===== src/stt_pkg.sv =====
// Package for the software timer slot table: transaction types, command and
// result codes, sequencer states and default sizes.
// No dependencies.
package stt_pkg;

    // Default number of timer slots.
    localparam int SLOTS_DEF = 16;

    // Width of a period and of a countdown value.
    localparam int PERIOD_W = 32;

    // Command codes.
    localparam logic [1:0] CMD_TICK     = 2'd0;
    localparam logic [1:0] CMD_TIMEOUT  = 2'd1;
    localparam logic [1:0] CMD_INTERVAL = 2'd2;
    localparam logic [1:0] CMD_CLEAR    = 2'd3;

    // Result kinds.
    localparam logic [2:0] KIND_ALLOC   = 3'd0;
    localparam logic [2:0] KIND_FULL    = 3'd1;
    localparam logic [2:0] KIND_EXPIRED = 3'd2;
    localparam logic [2:0] KIND_TICKED  = 3'd3;
    localparam logic [2:0] KIND_CLEARED = 3'd4;

    // Input transaction.
    typedef struct packed {
        logic [1:0]          cmd;
        logic [PERIOD_W-1:0] period;
        logic [3:0]          slot_id;
    } stt_in_t;

    // Result transaction.
    typedef struct packed {
        logic [2:0]          kind;
        logic [3:0]          slot;
        logic [PERIOD_W-1:0] expired_period;
        logic                last;
    } stt_out_t;

    // Sequencer states.
    typedef enum logic [2:0] {
        ST_IDLE,
        ST_TICK_SCAN,
        ST_TICK_EXEC,
        ST_TICK_DONE,
        ST_SET_SCAN,
        ST_CLEAR
    } stt_state_t;

endpackage


===== src/software_timer_slot_table_unit.sv =====
// Top level of the software timer slot table: sequencer, slot flags and output register.
// Depends on stt_pkg and stt_ram.
//
//  Channel | Ports                      | Carries
//  --------+----------------------------+----------------------------------------
//  s_      | s_valid, s_ready, s_data   | command: tick, timeout, interval, clear
//  m_      | m_valid, m_ready, m_data   | results: alloc, full, expired, ticked, cleared
//
// A tick walks the slots one at a time through a single decrement and zero
// compare unit: ST_IDLE accepts it, ST_TICK_SCAN skips a free slot, an active
// slot goes on through ST_TICK_EXEC, and ST_TICK_DONE reports after the end
// of the table.
// A set command scans for the lowest free slot; clear frees the named slot.
// The slot memory port (one read and one write per cycle at one address) sets the tick length.
// Reset clears the sequencer, the slot flags and the output valid; countdown memory contents are left as they are.
// A stalled result holds the sequencer, when it has a new result to give, until the output register frees up.
module software_timer_slot_table_unit #(
    parameter int SLOTS = stt_pkg::SLOTS_DEF
) (
    input  logic              aclk,
    input  logic              aresetn,
    input  logic              s_valid,
    output logic              s_ready,
    input  stt_pkg::stt_in_t  s_data,
    output logic              m_valid,
    input  logic              m_ready,
    output stt_pkg::stt_out_t m_data
);
    import stt_pkg::*;

    localparam int SLOT_W = (SLOTS > 1) ? $clog2(SLOTS) : 1;
    localparam int CNT_W  = $clog2(SLOTS + 1);
    localparam int RAM_W  = 2 * PERIOD_W;

    stt_state_t         state_reg, state_next;
    logic [CNT_W-1:0]   idx_reg, idx_next;
    stt_in_t            cmd_reg, cmd_next;
    logic [SLOTS-1:0]   active_reg, active_next;
    logic [SLOTS-1:0]   repeats_reg, repeats_next;
    logic               m_valid_reg, m_valid_next;
    stt_out_t           m_data_reg, m_data_next;

    logic [SLOT_W-1:0]  slot_addr;
    logic [SLOT_W-1:0]  clear_idx;
    logic [6:0]         clear_ext;
    logic               ram_we;
    logic [RAM_W-1:0]   ram_wdata;
    logic [RAM_W-1:0]   ram_rdata;
    logic [PERIOD_W-1:0] rem_dec;
    logic [PERIOD_W-1:0] reload_val;
    logic               rem_zero;
    logic               out_free;
    logic               at_end;

    // Slot memory: reload period in the upper half, remaining count in the lower.
    stt_ram #(
        .WIDTH(RAM_W),
        .DEPTH(SLOTS)
    ) u_slot_ram (
        .aclk (aclk),
        .we   (ram_we),
        .addr (slot_addr),
        .wdata(ram_wdata),
        .rdata(ram_rdata)
    );

    // Shared decrement and zero-compare unit.
    assign slot_addr  = idx_reg[SLOT_W-1:0];
    assign reload_val = ram_rdata[RAM_W-1:PERIOD_W];
    assign rem_dec    = ram_rdata[PERIOD_W-1:0] - PERIOD_W'(1);
    assign rem_zero   = (rem_dec == '0);
    assign out_free   = !m_valid_reg || m_ready;
    assign at_end     = (idx_reg == CNT_W'(SLOTS));
    assign clear_idx  = SLOT_W'(cmd_reg.slot_id);
    assign clear_ext  = 7'(cmd_reg.slot_id);

    assign s_ready = (state_reg == ST_IDLE);
    assign m_valid = m_valid_reg;
    assign m_data  = m_data_reg;

    // Control registers.
    always_ff @(posedge aclk) begin
        if (!aresetn) begin
            state_reg   <= ST_IDLE;
            idx_reg     <= '0;
            active_reg  <= '0;
            repeats_reg <= '0;
            m_valid_reg <= 1'b0;
        end else begin
            state_reg   <= state_next;
            idx_reg     <= idx_next;
            active_reg  <= active_next;
            repeats_reg <= repeats_next;
            m_valid_reg <= m_valid_next;
        end
    end

    // Payload registers.
    always_ff @(posedge aclk) begin
        cmd_reg    <= cmd_next;
        m_data_reg <= m_data_next;
    end

    // Sequencer: next state, slot flag updates, memory writes and results.
    always_comb begin
        state_next   = state_reg;
        idx_next     = idx_reg;
        cmd_next     = cmd_reg;
        active_next  = active_reg;
        repeats_next = repeats_reg;
        m_data_next  = m_data_reg;
        m_valid_next = m_valid_reg && !m_ready;
        ram_we       = 1'b0;
        ram_wdata    = {reload_val, rem_dec};

        case (state_reg)
            ST_IDLE: begin
                if (s_valid) begin
                    cmd_next = s_data;
                    idx_next = '0;
                    case (s_data.cmd)
                        CMD_TICK:     state_next = ST_TICK_SCAN;
                        CMD_TIMEOUT,
                        CMD_INTERVAL: state_next = ST_SET_SCAN;
                        CMD_CLEAR:    state_next = ST_CLEAR;
                        default:      state_next = ST_IDLE;
                    endcase
                end
            end

            // Skip free slots; an active slot's data is read at this edge.
            ST_TICK_SCAN: begin
                if (at_end) begin
                    state_next = ST_TICK_DONE;
                end else if (active_reg[slot_addr]) begin
                    state_next = ST_TICK_EXEC;
                end else begin
                    idx_next = idx_reg + CNT_W'(1);
                end
            end

            // Decrement one slot; an expiring slot waits for the output register.
            ST_TICK_EXEC: begin
                if (!rem_zero || out_free) begin
                    ram_we   = 1'b1;
                    idx_next = idx_reg + CNT_W'(1);
                    state_next = ST_TICK_SCAN;
                    if (rem_zero) begin
                        if (repeats_reg[slot_addr]) begin
                            ram_wdata = {reload_val, reload_val};
                        end else begin
                            active_next[slot_addr]  = 1'b0;
                            repeats_next[slot_addr] = 1'b0;
                        end
                        m_valid_next = 1'b1;
                        m_data_next  = '{kind: KIND_EXPIRED, slot: 4'(slot_addr),
                                         expired_period: reload_val, last: 1'b0};
                    end
                end
            end

            ST_TICK_DONE: begin
                if (out_free) begin
                    m_valid_next = 1'b1;
                    m_data_next  = '{kind: KIND_TICKED, slot: '0,
                                     expired_period: '0, last: 1'b1};
                    state_next   = ST_IDLE;
                end
            end

            // Lowest free slot search, one slot per cycle.
            ST_SET_SCAN: begin
                if (at_end) begin
                    if (out_free) begin
                        m_valid_next = 1'b1;
                        m_data_next  = '{kind: KIND_FULL, slot: '0,
                                         expired_period: '0, last: 1'b1};
                        state_next   = ST_IDLE;
                    end
                end else if (!active_reg[slot_addr]) begin
                    if (out_free) begin
                        ram_we    = 1'b1;
                        ram_wdata = {cmd_reg.period, cmd_reg.period};
                        active_next[slot_addr]  = 1'b1;
                        repeats_next[slot_addr] = (cmd_reg.cmd == CMD_INTERVAL);
                        m_valid_next = 1'b1;
                        m_data_next  = '{kind: KIND_ALLOC, slot: 4'(slot_addr),
                                         expired_period: '0, last: 1'b1};
                        state_next   = ST_IDLE;
                    end
                end else begin
                    idx_next = idx_reg + CNT_W'(1);
                end
            end

            // Free the named slot; an id beyond the table changes nothing.
            ST_CLEAR: begin
                if (out_free) begin
                    if (clear_ext < 7'(SLOTS)) begin
                        active_next[clear_idx]  = 1'b0;
                        repeats_next[clear_idx] = 1'b0;
                    end
                    m_valid_next = 1'b1;
                    m_data_next  = '{kind: KIND_CLEARED, slot: cmd_reg.slot_id,
                                     expired_period: '0, last: 1'b1};
                    state_next   = ST_IDLE;
                end
            end

            default: begin
                state_next = ST_IDLE;
            end
        endcase
    end

endmodule


===== src/stt_ram.sv =====
// Generic single-port RAM with a registered read port (read before write).
// No dependencies.
module stt_ram #(
    parameter int WIDTH = 64,
    parameter int DEPTH = 16
) (
    input  logic                                   aclk,
    input  logic                                   we,
    input  logic [(DEPTH > 1 ? $clog2(DEPTH) : 1)-1:0] addr,
    input  logic [WIDTH-1:0]                       wdata,
    output logic [WIDTH-1:0]                       rdata
);

    logic [WIDTH-1:0] mem [DEPTH];

    // One write and one registered read per cycle at the same address.
    always_ff @(posedge aclk) begin
        if (we) begin
            mem[addr] <= wdata;
        end
        rdata <= mem[addr];
    end

endmodule

===== config.mk =====
export PLATFORM = sky130hd
export DESIGN_NAME = software_timer_slot_table_unit
export DESIGN_NICKNAME = d
export VERILOG_FILES = /design/src/stt_pkg.sv /design/src/software_timer_slot_table_unit.sv /design/src/stt_ram.sv
export SDC_FILE = /design/constraint.sdc
export NUM_CORES = 1
export LEC_CHECK = 0
export BUFFER_PORTS_ARGS = -buffer_cell sky130_fd_sc_hd__buf_2
export CAP_MARGIN = 40
export CORE_ASPECT_RATIO = 0.9
export CORE_UTILIZATION = 45
export DETAILED_ROUTE_END_ITERATION = 10
export PLACE_DENSITY = 0.6
export SLEW_MARGIN = 20
export SYNTH_ARGS = -nofsm -noshare
export SYNTH_HDL_FRONTEND = slang
export SYNTH_SLANG_ARGS = --single-unit

===== constraint.sdc =====
create_clock -name aclk -period 6.7 [get_ports aclk]
set_input_delay 0.335 -clock aclk [delete_from_list [all_inputs] [get_ports aclk]]
set_output_delay 0.335 -clock aclk [all_outputs]
set_load 0.005 [all_outputs]

; Word-level counts from Yosys, hierarchy flattened
; Memory sizes are Yosys's and may differ from the RTL's. A register that Yosys moved wholly into a read port is not among the register bits.
; Cells that the tools add are included.
[word_totals]
ff_bits = 119
latch_bits = 0
mem_bits_rw = 1024
romBits = 0
inputBits = 42
wordCells = 147
memories = 1
[op_classes]
n_addsub = 2
n_mul = 0
div_mod_pow = 0
n_lt_le_gt_ge = 5
eq_ne = 27
shift = 0
n_mux = 72
bitwise = 7
reduce_logical = 21
[memory_table]
columns = name, words, word_bits, read_ports, rd_ports_with_merged_regs, wr, line_no
row1 = u_slot_ram.mem, 16, 64, 1, 1, 1, stt_ram.sv:14  ; logic [WIDTH-1:0] mem [DEPTH];
[ops]
columns = operator, n
row1 = $mux 40, 8
row2 = $mux 16, 16
row3 = $mux 64, 3
row4 = $pmux 40 s4, 1
row5 = $pmux 64 s2, 1
row6 = $mux 32, 3
row7 = $pmux 16 s3, 2
row8 = $and 16x16->16, 4
row9 = $logic_not 32->1, 1
row10 = $not 16->16, 2
row11 = $sub 32x1->32 const B, 1
row12 = $mux 5, 6
row13 = $ne 2x2->1 const B, 13
row14 = $mux 3, 7
row15 = $pmux 5 s4, 1
row16 = $bwmux 16, 1
row17 = $or 16x16->16, 1
row18 = $lt 4x5->1 const B, 3
row19 = $mux 1, 15
row20 = $pmux 3 s5, 1
row21 = $ne 3x3->1 const B, 4
row22 = $pmux 3 s3, 1
row23 = $reduce_and 9->1, 1
row24 = $bmux 1 s4, 2
row25 = 23 further kinds, 36

; Logic depth before layout (Yosys ltp)
[depth]
word_depth = 10
ltp_mapped = 17

; Modules after synthesis
; Synthesis repeated with hierarchy kept, for this count alone.
[unflattened]
cells_unflattened = 2496
hier_area_um2 = 46907.5
[by_module_without_submodules]
columns = module, instances, cells_each, area_each_um2, seq_area_each_um2
row1 = stt_ram, 1, 1648, 39517.9, 32030.7
row2 = software_timer_slot_table_unit, 1, 848, 7389.6, 3163.0

; Worst setup path after synthesis
; No wires, ideal clock.
[synth_path]
path_kind = reg-to-reg
startpoint = register u_slot_ram.rdata[0] (read register of u_slot_ram.mem)
endpoint = register m_data_reg (netlist bit m_data[0]) (enable)
t_arrival_ns = 6.177
required_time_ns = 6.200
setup_slack_ns = 0.023
path_stages_with_launch = 13
path_buffers = 2
period_less_slack_ns = 6.677
cell_sequence = dfxtp_1 > inv_1 > ha_1 > or3b_2 > buf_2 > nor3_4 > nand2_1 > xnor2_1 > or4b_4 > or4b_4 > buf_2 > nor2b_1 > o32ai_1
[synth_via]
elab_chain_len = 6
[synth_rtl]
columns = item, line_no
row1 = from (decl), stt_ram.sv:11  ; output logic [WIDTH-1:0] rdata
row2 = $sub 32x1->32 *, software_timer_slot_table_unit.sv:70  ; assign rem_dec = ram_rdata[PERIOD_W-1:0] - PERIOD_W'(1);
row3 = $logic_not 32->1 *, software_timer_slot_table_unit.sv:71  ; assign rem_zero = (rem_dec == '0);
row4 = $logic_not 1->1, software_timer_slot_table_unit.sv:144  ; if (!rem_zero || out_free) begin
row5 = $logic_or 1x1->1, software_timer_slot_table_unit.sv:144
row6 = $ne 2x2->1 (no line), -
row7 = $reduce_and 8->1 (no line) *, -
row8 = to (signal assigned), software_timer_slot_table_unit.sv:101  ; m_data_reg <= m_data_next;
row9 = to (decl), software_timer_slot_table_unit.sv:41  ; stt_out_t m_data_reg, m_data_next;
; Mark *: on every way between the ends. The rest lies on a longest branch, timed or not.
; A chain may end at the register's enable or synchronous reset.

; Worst setup path in the final report
[layout_path]
startpoint = register u_slot_ram.rdata[0] (read register of u_slot_ram.mem)
endpoint = memory u_slot_ram.mem[15][4] (enable)
[layout_via]
elab_chain_len = 8
[layout_rtl]
columns = item, line_no
row1 = $sub 32x1->32, software_timer_slot_table_unit.sv:70
row2 = $logic_not 32->1, software_timer_slot_table_unit.sv:71
row3 = $logic_not 1->1, software_timer_slot_table_unit.sv:144
row4 = $logic_or 1x1->1, software_timer_slot_table_unit.sv:144
row5 = $mux 1, software_timer_slot_table_unit.sv:144
row6 = $pmux 1 s2, software_timer_slot_table_unit.sv:116  ; case (state_reg)
row7 = $mux 1, stt_ram.sv:18  ; if (we) begin
row8 = $mux 1 (implied by the code), stt_ram.sv:19  ; mem[addr] <= wdata;
row9 = to (decl), stt_ram.sv:14
; No other way between the ends.

==> flow_summary.json <==
{
  "post-route-util": 0.526,
  "finalSetupViolations": 0,
  "end_kind": "register",
  "fin_area_mm2": 0.0538,
  "cts_setup_buffers": 0,
  "clkLatencyLatePin_ns": 0.70,
  "drt_iter0_markers": 2768,
  "grt.total_usage": 0.222,
  "post-route-min-period_ns": 5.20,
  "crit_type": "reg2reg",
  "start_kind": "register",
  "syn_area_per_cell_um2": 20.3,
  "final_cell_count_no_fill": 3956,
  "worstMarginPinSlew_ns": 0.863,
  "htree_levels": 3,
  "detail_route.first_pass.iterations": 6,
  "largest_reg_flops": 1024,
  "yosys.area.top_type": "edfxtp_1",
  "grt_overflow": 0,
  "wl_per_cell_um": 29.2,
  "slew_headroom": 0.420,
  "yosys.area.top_type_share": 0.708,
  "maxCapViolCount": 0,
  "route.antenna.remaining_nets": 0,
  "power_mw": 17.2,
  "finalWirelength_um": 115000,
  "cp.required_ns": 7.10,
  "hold_path.class": "in2reg",
  "synth_flop_cell": "edfxtp_1",
  "async_reset_ff_frac": 0,
  "io_buffers": 83,
  "die_h_um": 308,
  "viasPerCell": 5.97,
  "drc": 0,
  "status": "complete, no violations",
  "initial_core_util": 0.457,
  "cts_tree": "yes",
  "clock_sinks": 1207,
  "io_pins": 84,
  "drive_gt1_frac": 0.277,
  "hold_violations": 0,
  "placed_area_mm2": 0.0493,
  "rows": 111,
  "antenna_found_initial": 9,
  "yosys-top-cells-area": "edfxtp_1 71%, mux4_2 16%, dfxtp_1 4.5%, nand2_1 1.3%, clkbuf_1 0.72%",
  "finalSetupTns_ns": 0,
  "grt_max_degree": 92,
  "cellLeakagePower_nw": 16.8,
  "synthCells": 2299,
  "rsz0062_at_grt": "false",
  "power_density_mw_per_mm2": 319,
  "grt_pass1_vias": 24000,
  "fmax_mhz": 192,
  "final_nets": 2544,
  "cts-resized-gates": 0,
  "dieArea_mm2": 0.105,
  "core_area_mm2": 0.102,
  "ys_seq_area_frac": 0.753,
  "fin_crit_sh": 0.776,
  "yosys_register_bits": 1207,
  "vias": 23600,
  "synth_warnings": 0,
  "ys_types": 66,
  "dp_hpwl_um": 68900,
  "cp.arrival_ns": 5.60,
  "place.gp.congestion": 0.829,
  "holdBufCountCts": 39,
  "cts-root-buf": "clkbuf_16",
  "synth-edff-count": 1102,
  "mappedNetlistArea_mm2": 0.0468,
  "cts_buffers": 117,
  "die_width_um": 342,
  "cp_max_fo": 23,
  "peakVddDrop_mv": 0.251,
  "cts.path.max_buffers": 3,
  "place_inst": 3686,
  "syn_to_final_growth_pct": 15.1,
  "grt_pass1_wl_um": 167000,
  "slew_violations": 0,
  "finClkSkew_ns": 0.0221,
  "syn_nets": 2348,
  "clk_pin_slew_ns": 0.06
}
==> cells in the mapped netlist (all sizes together) (22+ instances only) <==
cell / instances
edfxtp: 1102
mux4: 328
nand2: 167
dfxtp: 105
clkbuf: 90
nor2: 88
and2: 37
buf: 34
a31oi: 27
nand3: 27
o21ai: 27
a211oi: 22
==> placed cells by master, fill, tap and decap left out, types with 15 or more instances in the layout <==
cell / n
o22ai_1: 17
clkinv_1: 21
buf_2: 86
clkinv_2: 25
nand2_1: 167
clkbuf_1: 25
nor2b_1: 17
nor2_4: 16
inv_1: 16
clkbuf_16: 118
mux4_2: 328
dlygate4sd3_1: 39
edfxtp_1: 1102
a211oi_1: 22
a31oi_1: 26
dfxtp_1: 101
and2_1: 37
nand3_1: 27
o21ai_0: 24
bufinv_16: 15
buf_4: 57
nor2_1: 72
==> report_power, final <==
group          switching [mW]  total (mW)  leakage, nW  internal [mW]
clock network            2.80        6.70         1.93           3.90
logic                   0.975        1.53         4.06          0.556
registers               0.181        8.93         10.8           8.75
==> routing by layer <==
| metal | global-route usage | routed length [um] | vias to the layer above |
|---|---|---|---|
| met4 | 0.0556 | 2360 | 4 |
| met5 | 0 | 23 | - |
| li1 | - | - | 9880 |
| met2 | 0.340 | 53400 | 962 |
| met1 | 0.327 | 50800 | 12600 |
| met3 | 0.0441 | 8840 | 162 |
==> cell families (layout without fill, tap and decap cells) <==
logic type | count (synthesis) | after routing | synth area share
other cells | 0 | 2 | 0
flops | 1207 | 1207 | 0.753
buf+inv | 142 | 441 | 0.0123
xor+xnor | 24 | 24 | 0.00449
compound gates | 160 | 160 | 0.0246
mux | 335 | 335 | 0.160
fa+ha+maj | 7 | 7 | 0.00187
simple gates | 424 | 424 | 0.0448
==> final timing paths <==
path                                                   from  slack [ns]                               to  cells after the start
worst max-delay path            u_slot_ram.rdata[0]$_DFF_P_        1.50  u_slot_ram.mem[15][4]$_DFFE_PP_                     12
worst min-delay path                                aresetn        0.25      active_reg[13]$_SDFFE_PN0P_                      2
worst max register to register  u_slot_ram.rdata[0]$_DFF_P_        1.50  u_slot_ram.mem[15][4]$_DFFE_PP_                     12
worst min register to register  repeats_reg[7]$_SDFFE_PN0P_        0.48      repeats_reg[7]$_SDFFE_PN0P_                      2
==> metrics by stage <==
stage	hold slack, ns	setup WS, ns
4_1_cts	0.221	1.45
3_3_place_gp	0.458	1.63
3_5_place_dp	0.462	1.48
6_report	0.254	1.50
5_1_grt	0.266	1.26
2_1_floorplan	0.434	0.0234
==> layout make-up <==
type | instances | area [um2]
fill | 7850 | 48500
sequential | 1207 | 35200
multi-input combinational | 950 | 11200
clock buffer | 150 | 3140
timing repair buffer | 201 | 1710
tap | 1356 | 1700
clock inverter | 72 | 812
inverter | 18 | 67.6
antenna | 2 | 5.00
==> worst max-delay path: stages (launching register included) <==
cell     delay [ns]
dfxtp_1        0.37
inv_1          0.16
ha_1           0.26
or3b_2         0.61
nor3_4         0.25
nand2_1        0.17
xnor2_1        0.24
or4b_4         0.60
or4b_4         0.71
o21ai_4        0.57
buf_4          0.37
nor2_4         0.19
buf_4          0.35
No activity file was read; power rests on OpenSTA's default activity.
